File: src/design/bpfs_pkg.sv
// shared types, constants and the rounding multiply for the particle frame step
// no dependencies
`default_nettype none
package bpfs_pkg;
	localparam int unsigned ParticlesDefault = 12;
	localparam logic signed [31:0] KInv   = -32'sd58982;
	localparam logic signed [31:0] KDecay = 32'sd64225;
	localparam logic signed [31:0] KInvD  = -32'sd52429;
	localparam logic [31:0] KGrav   = 32'd5243;
	localparam logic [31:0] KMax    = 32'h0010_0000;
	localparam logic [31:0] KSpawnY = 32'h0008_0000;
	localparam logic [15:0] FrameLimitReset = 16'd300;
	localparam logic CfgGravity = 1'b0;
	localparam logic CfgLimit   = 1'b1;

	typedef enum logic [3:0] {
		ST_IDLE, ST_FIN, ST_READ, ST_ADD, ST_BX, ST_BY, ST_BX2, ST_BY2,
		ST_DX, ST_DY, ST_EMIT, ST_WAIT
	} state_t;

	// multiplier operand select
	typedef enum logic [2:0] {
		M_VX_INV, M_VY_INV, M_VY_INVD, M_VX_DEC, M_VY_DEC, M_SPAWN
	} mop_t;

	typedef struct packed {
		logic   load;     // load slot from store
		logic   add;      // position += velocity
		logic   mul;      // multiply and write back
		mop_t   mop;
		logic   clamp;    // apply clamp with multiply
		logic   spawn;    // write spawn values
		logic   store;    // write slot back
		logic   grav;     // add gravity
		logic   kill;
	} cmd_t;

	typedef struct packed {
		logic alive;
		logic x_hi, y_hi, x_lo, y_lo;
		logic die;
	} sts_t;

	// 16.16 product, round half away from zero
	function automatic logic [31:0] fmul(input logic [31:0] a, input logic signed [31:0] k);
		logic signed [63:0] p;
		logic [63:0] m;
		logic [63:0] r;
		p = $signed(a) * k;
		m = p[63] ? (64'd0 - p) : p;
		r = (m + 64'h8000) >> 16;
		if (p[63]) r = 64'd0 - r;
		return r[31:0];
	endfunction
endpackage
`default_nettype wire

File: src/design/bpfs_ctrl.sv
// sequencer walking slots and issuing datapath commands
// depends on bpfs_pkg
`default_nettype none
module bpfs_ctrl import bpfs_pkg::*; #(
	parameter int unsigned PARTICLES = ParticlesDefault,
	localparam int unsigned SW = (PARTICLES > 1) ? $clog2(PARTICLES) : 1
) (
	input  wire logic clk,
	input  wire logic arst_n,
	input  wire logic in_fire,
	input  wire logic over,
	input  wire logic grav,
	input  wire sts_t sts,
	input  wire logic out_ready,
	output cmd_t cmd,
	output logic [SW-1:0] slot_idx,
	output logic busy,
	output logic out_valid,
	output logic out_fin,
	output logic out_draw,
	output logic out_last
);
	state_t state_q, state_d;
	logic [SW-1:0] slot_q;
	logic spawned_q, draw_q;
	logic is_last;

	assign is_last = slot_q == SW'(PARTICLES - 1);
	assign slot_idx = slot_q;

	// next state
	always_comb begin
		state_d = state_q;
		case (state_q)
			ST_IDLE: if (in_fire) state_d = over ? ST_FIN : ST_READ;
			ST_FIN:  if (out_ready) state_d = ST_IDLE;
			ST_READ: state_d = sts.alive ? ST_ADD : ST_EMIT;
			ST_ADD:  state_d = grav ? ST_BX : ST_DX;
			ST_BX:   state_d = ST_BY;
			ST_BY:   state_d = ST_BX2;
			ST_BX2:  state_d = ST_BY2;
			ST_BY2:  state_d = ST_DX;
			ST_DX:   state_d = ST_DY;
			ST_DY:   state_d = ST_EMIT;
			ST_EMIT: state_d = ST_WAIT;
			ST_WAIT: if (out_ready) state_d = is_last ? ST_IDLE : ST_READ;
			default: state_d = ST_IDLE;
		endcase
	end

	// command outputs
	always_comb begin
		cmd = '0;
		cmd.mop = M_VX_DEC;
		case (state_q)
			ST_READ: begin
				cmd.load = sts.alive;
				cmd.spawn = !sts.alive && !spawned_q;
				cmd.mop = M_SPAWN;
			end
			ST_ADD: cmd.add = 1'b1;
			ST_BX: begin
				cmd.mul = sts.x_hi; cmd.clamp = 1'b1; cmd.mop = M_VX_INV;
			end
			ST_BY: begin
				cmd.mul = sts.y_hi; cmd.clamp = 1'b1; cmd.mop = M_VY_INVD;
			end
			ST_BX2: begin
				cmd.mul = sts.x_lo; cmd.clamp = 1'b1; cmd.mop = M_VX_INV;
			end
			ST_BY2: begin
				cmd.mul = sts.y_lo; cmd.clamp = 1'b1; cmd.mop = M_VY_INV;
			end
			ST_DX: cmd.mul = 1'b1;
			ST_DY: begin
				cmd.mul = 1'b1; cmd.mop = M_VY_DEC; cmd.grav = grav;
			end
			ST_EMIT: begin
				cmd.store = draw_q;
				cmd.kill = draw_q && sts.die;
			end
			default: cmd = cmd;
		endcase
	end

	// slot walk and flags
	always_ff @(posedge clk or negedge arst_n) begin
		if (!arst_n) begin
			state_q <= ST_IDLE;
			slot_q <= '0;
			spawned_q <= 1'b0;
			draw_q <= 1'b0;
		end else begin
			state_q <= state_d;
			if (state_q == ST_IDLE) begin
				slot_q <= '0;
				spawned_q <= 1'b0;
			end
			if (state_q == ST_READ) begin
				draw_q <= sts.alive;
				if (!sts.alive) spawned_q <= 1'b1;
			end
			if (state_q == ST_WAIT && out_ready && !is_last) slot_q <= slot_q + 1'b1;
		end
	end

	assign busy = state_q != ST_IDLE;
	assign out_valid = state_q == ST_FIN || state_q == ST_WAIT;
	assign out_fin = state_q == ST_FIN;
	assign out_draw = state_q == ST_WAIT && draw_q;
	assign out_last = state_q == ST_FIN || is_last;
endmodule
`default_nettype wire

File: config.mk
export PLATFORM = sky130hd
export DESIGN_NAME = bpfs_ctrl
export DESIGN_NICKNAME = d
export VERILOG_FILES = /design/src/design/bpfs_pkg.sv /design/src/design/bpfs_ctrl.sv
export SDC_FILE = /design/constraint.sdc
export NUM_CORES = 1
export LEC_CHECK = 0
export ABC_AREA = 1
export BUFFER_PORTS_ARGS = -buffer_cell sky130_fd_sc_hd__buf_4
export CAP_MARGIN = 20
export CORE_MARGIN = 3
export CORE_UTILIZATION = 25
export CTS_BUF_LIST = sky130_fd_sc_hd__clkbuf_4
export CTS_CLUSTER_SIZE = 30
export DETAILED_ROUTE_END_ITERATION = 12
export SYNTH_ARGS = -nofsm -noshare
export SYNTH_HDL_FRONTEND = slang
export SYNTH_SLANG_ARGS = --single-unit
export TNS_END_PERCENT = 100
File: constraint.sdc
create_clock -name clk -period 2.1 [get_ports clk]
set_input_delay 0.105 -clock clk [delete_from_list [all_inputs] [get_ports clk]]
set_output_delay 0.105 -clock clk [all_outputs]
set_load 0.005 [all_outputs]
==> flow_summary.toml <==
[timing]
finalMaxSlewViolations = 0
post-route-period-util = 0.793
fmaxAchievable_mhz = 600
setup_viol = 0
setup_ws_ps = 434
fin_setup_tns_ps = 0
rsz0062_at_grt = "false"
worst_pin_slew_ps = 283
final.min_clock_period_ps = 1670
final-hold-violation-count = 0
relSlewSlack = 0.811
skew_ps = 0.557

[hold_path]
hp-start = "grav"
hp-class = "in -> reg"

[placement]
place_ws_ps = 732
dp_hpwl_mm = 1.68
gp_congestion = 0.807
placed_cells = 171
io_buffer_count = 31
dpl-instance-area_um2 = 996

[setup_path]
crit_fanout = 3
crit_type = "reg -> out"
start_kind = "register"
setup.worst_path.start = "state_q[3]"
regToRegStartpoint = "state_q[2]"
crit_required_ps = 2000
crit_buf_inv = 3
cpLargestDelayFamily = "simple AND/OR/NAND/NOR gates"
arrival_ps = 1560
slowest_delay_ps = 400
crit_chain = "inv_1, nand2_1, nor2_2, inv_1, or2_4, nor2_2, buf_4"
slowest_stage = "dfrtp_1"
critPathCaptureType = "output port"

[grt]
met2_usage = 0.191
grt_pass1_vias = 716
grt_max_degree = 11
grt_pass1_wl_mm = 3.11
met3_usage = 0.0324
grt_usage = 0.120
busiest_layer = "met2"
use_met1 = 0.152
antenna_found_initial = 0
grt_overflow = 0

[final_layout]
area_delta_synth_final_pct = 42.2
nNetsFinal = 160
drive_gt1_frac = 0.322
final_area_mm2 = 0.00103
n_antenna_cell = 0
finalNonFillerCells = 176

[floorplanning]
rows = 18
coreArea_mm2 = 0.00261
die_y_um = 59.9
start_util = 0.278
die_w_um = 59.9
dieArea_mm2 = 0.00359
pin_count = 32

[synth]
synth_area_um2 = 726
ys_ff_latch = 10
postSynthAreaPerCell_um2 = 6.60
yosysUniqueCellTypes = 20
ys_seq_area_frac = 0.345
syn_inst = 110
syn_nets = 123
yosys_warnings = 0

[detailed_routing]
drcViolationCount = 0
ant_nets = 0
wl_mm = 1.99
wl_per_cell_um = 11.3
firstDrtPassIters = 4
viasPerCell = 4.46
drt_iter0_markers = 31
vias = 785

[power]
power_leakage_nw = 0.596
p_int_w = 0.000643
power_density_mw_per_mm2 = 1170
seqPwrFrac = 0.262
switching_power_w = 0.000562
ir_worst_vdd_mv = 0.560
power_frac_clock = 0.117
power_switching_share = 0.466
combPwrFrac = 0.621

[clock_network]
clock_latency_ps = 270
htreeDepth = 1
clk_pin_slew_ps = 70
post_cts_buffers = 0
cts_made_buffers = 3
clkSinkCount = 10
clockRootBuffer = "clkbuf_4"
cts_tree = "yes"
clock_path_buffers = 2

[flow_run]
cap_violations = 0

[outcome]
status = "finished, final reports clean"
-- routing by layer --
layer,wire [µm],up-vias,share of wire
met1,916,338,0.46
met5,0,-,0
li1,-,417,-
met3,184,2,0.092
met2,863,28,0.43
met4,25,0,0.013
-- cell usage in the layout, fill, tap and decap left out --
cell type | synthesis | routed
a21oi_1 | 3 | 3
buf_4 | 0 | 31
clkbuf_4 | 0 | 3
clkinv_1 | 0 | 1
clkinv_2 | 1 | 1
dfrtp_1 | 10 | 10
dlygate4sd3_1 | 0 | 1
ha_1 | 1 | 1
inv_1 | 16 | 16
inv_2 | 1 | 1
nand2_1 | 30 | 30
nand2_2 | 3 | 3
nand2_4 | 2 | 2
nand3_1 | 9 | 9
nand4_1 | 1 | 1
nor2_1 | 17 | 17
nor2_2 | 2 | 2
nor2_4 | 2 | 2
o2111ai_1 | 1 | 1
o21ai_0 | 6 | 6
o21ai_1 | 2 | 2
o21ai_2 | 1 | 1
or2_4 | 1 | 1
xor2_1 | 1 | 1
-- timing repair --
item | CTS | global route
hold endpoints to repair | 10 | 0
hold buffers | 1 | 0
resized for setup | 0 | 0
endpoints found under the setup margin | 0 | 0
-- worst min-delay path, cell delays in order --
cell     delay (ps)
buf_4            80
nand2_1          40
o21ai_0          60
-- area by class of cell --
type / instances / area, µm²
clock buffer: 3 / 22.5
clock inverter: 1 / 3.75
fill: 284 / 1580
inverter: 18 / 68.8
multi-input combinational: 82 / 407
sequential: 10 / 250
tap: 30 / 37.5
timing repair buffer: 32 / 243
-- cells in the mapped netlist --
cell type	number	area, µm²
inv_2	1	3.75
o21ai_1	2	10.0
o21ai_2	1	8.76
nand2_2	3	18.8
clkinv_2	1	5.00
o2111ai_1	1	8.76
xor2_1	1	8.76
o21ai_0	6	30.0
a21oi_1	3	15.0
dfrtp_1	10	250
inv_1	16	60.1
nor2_2	2	12.5
nor2_1	17	63.8
nor2_4	2	22.5
nand2_1	30	113
nand2_4	2	22.5
ha_1	1	12.5
or2_4	1	8.76
nand3_1	9	45.0
nand4_1	1	6.26
-- power by group through the flow --
stage	Clock, W	Sequential [W]	Combinational, W
floorplan	0	0.000307	0.000444
global placement	0	0.000315	0.000753
detailed placement	0	0.000319	0.000754
CTS	0.000149	0.000315	0.000760
global route	0.000157	0.000325	0.000847
finish	0.000141	0.000316	0.000748
-- logic make-up (layout without fill, tap and decap cells) --
group	Yosys count	in the layout	synth area share
buffers and inverters	18	54	0.0948
DFF	10	10	0.345
xor gates and xnor gates	1	1	0.0121
adders and majority gates	1	1	0.0172
AOI/OAI and AO/OA	13	13	0.100
and+or+nand+nor	67	67	0.431
-- path summary, 6_finish.rpt --
| path | to | slack (ps) | cells past startpoint |
|---|---|---|---|
| hold / removal | state_q[2] | 50 | 3 |
| hold reg to reg | spawned_q | 500 | 2 |
| min in group asynchronous | slot_idx[1] | 200 | 2 |
| setup / recovery | cmd[3] | 430 | 7 |
| max in group asynchronous | draw_q | 1760 | 2 |
| setup reg to reg | state_q[1] | 760 | 6 |
-- state kept, by name, summed over array words and instances (netlist names) --
name,cells
spawned_q,1
slot_idx,4
state_q,4
draw_q,1
-- stage by stage --
step	total power [W]	utilization	hold WS [ps]
finish	0.00121	0.395	50.3
global placement	0.00107	0.381	-54.9
global route	0.00133	0.395	71.7
floorplan	0.000751	-	-191
detailed placement	0.00107	0.381	-52.1
CTS	0.00122	0.395	40.6
(Power assumes the default switching activity.)
